File: src/hdl/point_cloud_box_radius_search_macros.svh
// Assertion macros for the point cloud box radius search block.
// Used by the controller; the assertions expect clk_i and rst_ni in scope.
`ifndef POINT_CLOUD_BOX_RADIUS_SEARCH_MACROS_SVH
`define POINT_CLOUD_BOX_RADIUS_SEARCH_MACROS_SVH
`ifndef SYNTHESIS
// A property that must hold at every clock edge outside reset.
`define PCBRS_ASSERT(lbl, prop, msg) \
  lbl: assert property (@(posedge clk_i) disable iff (!rst_ni) prop) else $error(msg);
// A condition that must be followed by another one in the next cycle.
`define PCBRS_ASSERT_NEXT(lbl, ante, cons, msg) \
  lbl: assert property (@(posedge clk_i) disable iff (!rst_ni) (ante) |=> (cons)) else $error(msg);
`else
`define PCBRS_ASSERT(lbl, prop, msg)
`define PCBRS_ASSERT_NEXT(lbl, ante, cons, msg)
`endif
`endif

File: src/hdl/pcbrs_pkg.sv
// Package of the point cloud box radius search block: widths, register
// indexes and the command and status bundles between controller and datapath.
// Depends on nothing.
package pcbrs_pkg;

  localparam int MAX_POINTS = 4096;
  localparam int COORD_W    = 32;
  localparam int ADDR_W     = $clog2(MAX_POINTS);
  localparam int CNT_W      = $clog2(MAX_POINTS + 1);
  localparam int SUM_W      = COORD_W + ADDR_W;
  localparam int MID_W      = COORD_W + 1;
  localparam int SQ_W       = 2 * COORD_W;
  localparam int RAD_W      = SQ_W + 2;
  localparam int HALF_W     = 33;
  localparam int COV_W      = 17;
  localparam int FRAC_W     = 16;
  localparam int SCALE_W    = 10;
  localparam int SCALE_FRAC = 8;
  localparam int SHIFT_W    = MID_W + SCALE_W - SCALE_FRAC;
  localparam int ITER_W     = 6;
  localparam int CFG_W      = 17;
  localparam int CFG_IDX_W  = 2;
  localparam int DIV_NUM_W  = CNT_W + FRAC_W;
  localparam int DIV_W      = (SUM_W > DIV_NUM_W) ? SUM_W : DIV_NUM_W;
  localparam int DIV_CNT_W  = $clog2(DIV_W + 1);
  localparam int SQRT_CNT_W = $clog2(MID_W + 1);

  localparam logic [COV_W-1:0]   FULL_COVER      = COV_W'(1 << FRAC_W);
  localparam logic [COV_W-1:0]   HIGH_FRAC_RST   = COV_W'(62259);
  localparam logic [COV_W-1:0]   STOP_TOL_RST    = COV_W'(66);
  localparam logic [SCALE_W-1:0] SIZE_SCALE_RST  = SCALE_W'(307);
  localparam logic [ITER_W-1:0]  MAX_ITER_RST    = ITER_W'(40);

  // Configuration register indexes.
  typedef enum logic [CFG_IDX_W-1:0] {
    REG_HIGH_FRACTION,
    REG_STOP_TOLERANCE,
    REG_SIZE_SCALE,
    REG_MAX_ITERATIONS
  } cfg_reg_e;

  // What the shared divider is working on.
  typedef enum logic [1:0] {
    DIV_X,
    DIV_Y,
    DIV_Z,
    DIV_COV
  } div_sel_e;

  typedef struct packed {
    logic     load;
    logic     div_go;
    div_sel_e div_sel;
    logic     walk_go;
    logic     walk_max;
    logic     sqrt_go;
    logic     set_prev;
    logic     bisect;
    logic     scale;
  } cmd_t;

  typedef struct packed {
    logic div_done;
    logic walk_done;
    logic sqrt_done;
    logic tol_met;
    logic limit_met;
  } status_t;

endpackage

File: src/hdl/pcbrs_ctrl.sv
// Controller: sequences loading, centroid, radius, bisection passes and the
// result strobe. Depends on pcbrs_pkg and the assertion macro header.
`include "point_cloud_box_radius_search_macros.svh"

module pcbrs_ctrl (
  input  logic               clk_i,
  input  logic               rst_ni,
  input  logic               start_i,
  input  logic               last_point_i,
  input  pcbrs_pkg::status_t status_i,
  output pcbrs_pkg::cmd_t    cmd_o,
  output logic               busy_o,
  output logic               done_o,
  output logic               hit_o
);
  import pcbrs_pkg::*;

  typedef enum logic [3:0] {
    S_IDLE,
    S_MEAN_X,
    S_MEAN_Y,
    S_MEAN_Z,
    S_MAX_WALK,
    S_ROOT,
    S_COV_WALK,
    S_COV_DIV,
    S_DECIDE,
    S_STEP,
    S_SCALE
  } state_e;

  state_e state_q;
  cmd_t   cmd_q;
  logic   first_q;
  logic   hit_q;
  logic   done_q;

  // Loading is taken straight from the handshake; the rest is registered.
  always_comb begin
    cmd_o      = cmd_q;
    cmd_o.load = start_i && (state_q == S_IDLE);
  end

  always_ff @(posedge clk_i or negedge rst_ni) begin
    if (!rst_ni) begin
      state_q <= S_IDLE;
      cmd_q   <= '0;
      first_q <= 1'b0;
      hit_q   <= 1'b0;
      done_q  <= 1'b0;
    end else begin
      cmd_q.div_go   <= 1'b0;
      cmd_q.walk_go  <= 1'b0;
      cmd_q.sqrt_go  <= 1'b0;
      cmd_q.set_prev <= 1'b0;
      cmd_q.bisect   <= 1'b0;
      cmd_q.scale    <= 1'b0;
      done_q         <= 1'b0;
      case (state_q)
        S_IDLE: begin
          if (start_i && last_point_i) begin
            state_q       <= S_MEAN_X;
            cmd_q.div_go  <= 1'b1;
            cmd_q.div_sel <= DIV_X;
          end
        end
        S_MEAN_X: begin
          if (status_i.div_done) begin
            state_q       <= S_MEAN_Y;
            cmd_q.div_go  <= 1'b1;
            cmd_q.div_sel <= DIV_Y;
          end
        end
        S_MEAN_Y: begin
          if (status_i.div_done) begin
            state_q       <= S_MEAN_Z;
            cmd_q.div_go  <= 1'b1;
            cmd_q.div_sel <= DIV_Z;
          end
        end
        S_MEAN_Z: begin
          if (status_i.div_done) begin
            state_q        <= S_MAX_WALK;
            cmd_q.walk_go  <= 1'b1;
            cmd_q.walk_max <= 1'b1;
          end
        end
        S_MAX_WALK: begin
          if (status_i.walk_done) begin
            state_q       <= S_ROOT;
            cmd_q.sqrt_go <= 1'b1;
          end
        end
        S_ROOT: begin
          if (status_i.sqrt_done) begin
            state_q        <= S_COV_WALK;
            cmd_q.walk_go  <= 1'b1;
            cmd_q.walk_max <= 1'b0;
            first_q        <= 1'b1;
          end
        end
        S_COV_WALK: begin
          if (status_i.walk_done) begin
            state_q       <= S_COV_DIV;
            cmd_q.div_go  <= 1'b1;
            cmd_q.div_sel <= DIV_COV;
          end
        end
        S_COV_DIV: begin
          if (status_i.div_done) begin
            state_q <= S_DECIDE;
          end
        end
        // The first coverage only seeds the comparison; later ones may stop.
        S_DECIDE: begin
          if (first_q) begin
            first_q        <= 1'b0;
            cmd_q.set_prev <= 1'b1;
            cmd_q.bisect   <= 1'b1;
            state_q        <= S_STEP;
          end else if (status_i.tol_met) begin
            hit_q       <= 1'b0;
            cmd_q.scale <= 1'b1;
            state_q     <= S_SCALE;
          end else begin
            cmd_q.set_prev <= 1'b1;
            if (status_i.limit_met) begin
              hit_q       <= 1'b1;
              cmd_q.scale <= 1'b1;
              state_q     <= S_SCALE;
            end else begin
              cmd_q.bisect <= 1'b1;
              state_q      <= S_STEP;
            end
          end
        end
        S_STEP: begin
          state_q       <= S_COV_WALK;
          cmd_q.walk_go <= 1'b1;
        end
        S_SCALE: begin
          state_q <= S_IDLE;
          done_q  <= 1'b1;
        end
        default: state_q <= S_IDLE;
      endcase
    end
  end

  assign busy_o = (state_q != S_IDLE);
  assign done_o = done_q;
  assign hit_o  = hit_q;

  `PCBRS_ASSERT_NEXT(a_done_single, done_q, !done_q, "result strobe longer than one cycle")
  `PCBRS_ASSERT(a_one_cmd, $onehot0({cmd_q.div_go, cmd_q.walk_go, cmd_q.sqrt_go, cmd_q.bisect, cmd_q.scale}), "two datapath commands issued together")
  `PCBRS_ASSERT_NEXT(a_scale_done, cmd_q.scale, done_q && (state_q == S_IDLE), "scaling not followed by the result")

endmodule
File: config.mk
export PLATFORM = sky130hd
export DESIGN_NAME = pcbrs_ctrl
export DESIGN_NICKNAME = d
export VERILOG_FILES = /design/src/hdl/pcbrs_pkg.sv /design/src/hdl/pcbrs_ctrl.sv
export VERILOG_INCLUDE_DIRS = /design/src /design/src/hdl
export SDC_FILE = /design/constraint.sdc
export NUM_CORES = 1
export LEC_CHECK = 0
export ABC_AREA = 1
export BUFFER_PORTS_ARGS = -buffer_cell sky130_fd_sc_hd__buf_2
export CAP_MARGIN = 5
export CORE_ASPECT_RATIO = 0.8
export CORE_MARGIN = 10
export CORE_UTILIZATION = 35
export DETAILED_ROUTE_END_ITERATION = 6
export PLACE_DENSITY = 0.7
export SYNTH_ARGS = -nofsm -noshare
export SYNTH_HDL_FRONTEND = slang
export SYNTH_SLANG_ARGS = --single-unit
File: constraint.sdc
create_clock -name clk_i -period 1.24 [get_ports clk_i]
set_input_delay 0.31 -clock clk_i [delete_from_list [all_inputs] [get_ports clk_i]]
set_output_delay 0.31 -clock clk_i [all_outputs]
set_load 0.1 [all_outputs]
==> run metrics <==
result of the run=complete, but fails checks; failing checks=setup timing; number of detailed-routing iterations run before antenna repair=4; Floorplan Core Area=0.00220 mm^2; Clk network pwr share=8.0%; count of yosys warnings during synthesis=0; delay of the slowest cell on the worst path=0.40 ns; Critical Path Sink Type=output pin; fin area=0.00143 mm^2; Synth top area share=49.0%; r2r setup slk=-0.06 ns; die outline width=74.0 um; global route total overflow=0; distinct cell type count of the synthesized netlist=16; clock root cell=sky130_fd_sc_hd__clkbuf_4; clock-pin slew of the registers on the worst-case setup and hold paths=0.09 ns; number of antenna diodes=0; Critical Path AT=around 1.3 ns; top cells by area in the synthesized netlist=sky130_fd_sc_hd__dfrtp_1 49%, sky130_fd_sc_hd__nand2_1 11%, sky130_fd_sc_hd__nand3_1 8.0%; top cell type by total area after synthesis=sky130_fd_sc_hd__dfrtp_1; DRC viols=0; gate count after technology mapping=102; switching component of the power=2200 uW; worst reg2reg path startpoint=state_q[3]$_DFFE_PN0P_; part of the power in registers=a little under a fifth; pin count of the biggest net entering global routing=17; final setup margin=-0.400 ns; endpoints failing setup=8; startpoint kind of the worst setup timing path=flip-flop; minimum clock period=1.64 ns; routed len/inst=12.8 um; count of nets after finishing=155; power per cell area=a little under 3000 mW/mm^2; number of global-route vias before repair=slightly above 800; peak clock frequency supported by timing=610 MHz; worst r2r path cells=7; summed instance area of the synthesized netlist=817 um^2; relative contribution of combinational cells to total power=between 70% and 80%; internal cell power=about 2000 uW; # rows=15; max cap viols=0; share of synthesized area occupied by flip-flops and latches=49.0%; CP Launch Point=state_q[3]$_DFFE_PN0P_; depth of the worst hold-timing path=2; ratio of final minimum period to clock period=132%; Via-to-Cell Ratio=approximately 4.8; starting density of the core=between 30% and 40%; residual antenna-violating net count after detailed routing=0; peak fanout along the critical path=2; cell with the largest stage delay on the worst path=sky130_fd_sc_hd__dfrtp_1; static leakage=0.000738 uW; number of top-level pins=22; GR Util All Layers=9.56%; RePlAce Congestion=0.902; worst supply voltage drop on vdd=0.00326 V; area of the die=0.00468 mm^2; Clock Skew=around 0.0039 ns; worst hold margin=0.218 ns; clock sink count=16; class of the tightest hold or removal check=in -> reg; crit path capture=cmd_o[9]; worst reg2reg endpoint=cmd_o[8]$_DFF_PN0_; start-to-end type of the worst setup path=reg -> out; proportion of layout cells with a drive suffix above 1=54.5%; Inserted Clock Buffers=3; total count of hold-check failures in the final report=0; Post-DP Area=0.00125 mm^2; Die Span Y=63.2 um; syn nets=111; RSZ-0062 raised after global routing=yes; count of H-tree levels built during CTS=1; Max clock buf depth=2; cell seen most often among critical-path stages=sky130_fd_sc_hd__nor2_2; worst slew pin tran=0.354 ns; antenna violations before repair=0; Crit path required time=0.93 ns; Iteration-0 DRC Markers=26; detailed-route via count=822; Final Max Slew Viols=0; wire length of the first global-routing pass=3680 um; half-perimeter wire length after detailed placement=1590 um; layout-stage area growth over the synthesis result=75.2%; mean area per synthesized cell=8.01 um^2; Max-Slew Margin vs Limit=76.4%; crit-path cells=nor2_2 > inv_1 > nor2_2 > inv_2 > nor2_4 > buf_12; flip-flop and latch count after synthesis=16; CTS tree=yes; total routed wirelength=roughly 2200 um; Sw Ratio=52.0%; latest clock arrival within the worst-skew pair=0.29 ns; quantity of I/O buffers inserted on ports=21
## power by group through the flow
| stage | Clock [uW] | Sequential (uW) | Combinational, uW |
|---|---|---|---|
| after floorplan | 0 | 1470 | 1040 |
| after global placement | 0 | 811 | 2690 |
| after detailed placement | 0 | 818 | 2720 |
| after CTS | 351 | 806 | 2830 |
| after global routing | 379 | 832 | 3280 |
| final | 341 | 807 | 3090 |
## cell type report
| cell class | instances | area, um^2 |
|---|---|---|
| Clock buffer | 4 | 36.3 |
| Fill cell | 174 | 764 |
| Inverter | 17 | 66.3 |
| Multi-Input combinational cell | 69 | 438 |
| Sequential cell | 16 | 402 |
| Tap cell | 25 | 31.3 |
| Timing Repair Buffer | 39 | 458 |
## state kept, by name, indices dropped and copies added (netlist names)
register  cells
first_q       1
done_o        1
state_q       4
cmd_o         9
hit_o         1
## per-stage QoR
stage	worst slack (ns)	cells	utilization [%]	power, uW	setup TNS (ns)
floorplan	-0.950	102	-	2510	-1.29
global placement	-0.117	159	57.0	3500	-0.132
detailed placement	-0.134	159	57.0	3540	-0.216
CTS	-0.402	166	61.3	3990	-0.786
global route	-0.495	170	65.2	4490	-1.84
finish	-0.400	170	65.2	4240	-0.911
## cell usage in the layout, fill, tap and decap left out, types with 4 or more instances in the layout
cell	Yosys	layout
sky130_fd_sc_hd__nand2_1	24	21
sky130_fd_sc_hd__nand3_2	0	5
sky130_fd_sc_hd__nor2_4	4	8
sky130_fd_sc_hd__buf_12	0	14
sky130_fd_sc_hd__buf_2	0	8
sky130_fd_sc_hd__inv_1	11	10
sky130_fd_sc_hd__inv_2	6	6
sky130_fd_sc_hd__nor2_2	4	4
sky130_fd_sc_hd__nand3_1	13	8
sky130_fd_sc_hd__dfrtp_1	16	15
sky130_fd_sc_hd__nand2_2	4	5
sky130_fd_sc_hd__buf_4	0	14
## synthesized netlist by cell type
library cell               n
sky130_fd_sc_hd__nand2_2   4
sky130_fd_sc_hd__dfrtp_1  16
sky130_fd_sc_hd__nor2_4    4
sky130_fd_sc_hd__a21oi_1   4
sky130_fd_sc_hd__nor2_1    7
sky130_fd_sc_hd__o21ai_0   2
sky130_fd_sc_hd__a31oi_1   1
sky130_fd_sc_hd__nor3_1    2
sky130_fd_sc_hd__inv_1    11
sky130_fd_sc_hd__inv_2     6
sky130_fd_sc_hd__o21ai_2   1
sky130_fd_sc_hd__nand3_1  13
sky130_fd_sc_hd__nand2_1  24
sky130_fd_sc_hd__nor2_2    4
sky130_fd_sc_hd__and2_4    1
sky130_fd_sc_hd__nand4_1   2
## cell families (layout without fill, tap and decap cells)
group           after synthesis  in the layout  synth area share [%]
flops                        16             16                  49.0
simple gates                 61             61                  37.7
compound gates                8              8                  5.51
buf+inv                      17             60                  7.81
## what timing repair did
item	CTS	global route
pin swaps	5	11
endpoints found under the hold margin	16	0
setup buffers	4	5
gates resized for setup	10	13
hold buffers	1	0
endpoints found under the setup margin	7	16
## worst min-delay path by stage
stage	from	to
6_report	status_i[1]	cmd_o[2]$_DFF_PN0_
5_1_grt	status_i[1]	cmd_o[2]$_DFF_PN0_
4_1_cts	status_i[1]	cmd_o[2]$_DFF_PN0_
3_5_place_dp	rst_ni	done_o$_DFF_PN0_
3_3_place_gp	rst_ni	hit_o$_DFFE_PN0P_
2_1_floorplan	rst_ni	cmd_o[0]$_DFF_PN0_
## routing by layer
layer	track usage (%)	wire length (um)
met1	11.9	907
met2	13.7	1000
met3	4.69	221
met4	3.49	43
met5	0	0
## critical path, delay by kind of cell (launching register included)
kind | cells | cell delay (ns)
buffers and inverters | 3 | 0.32
flip-flops | 1 | 0.40
AND/OR/NAND/NOR | 3 | 0.34
Power figures use the tool's default switching activity.
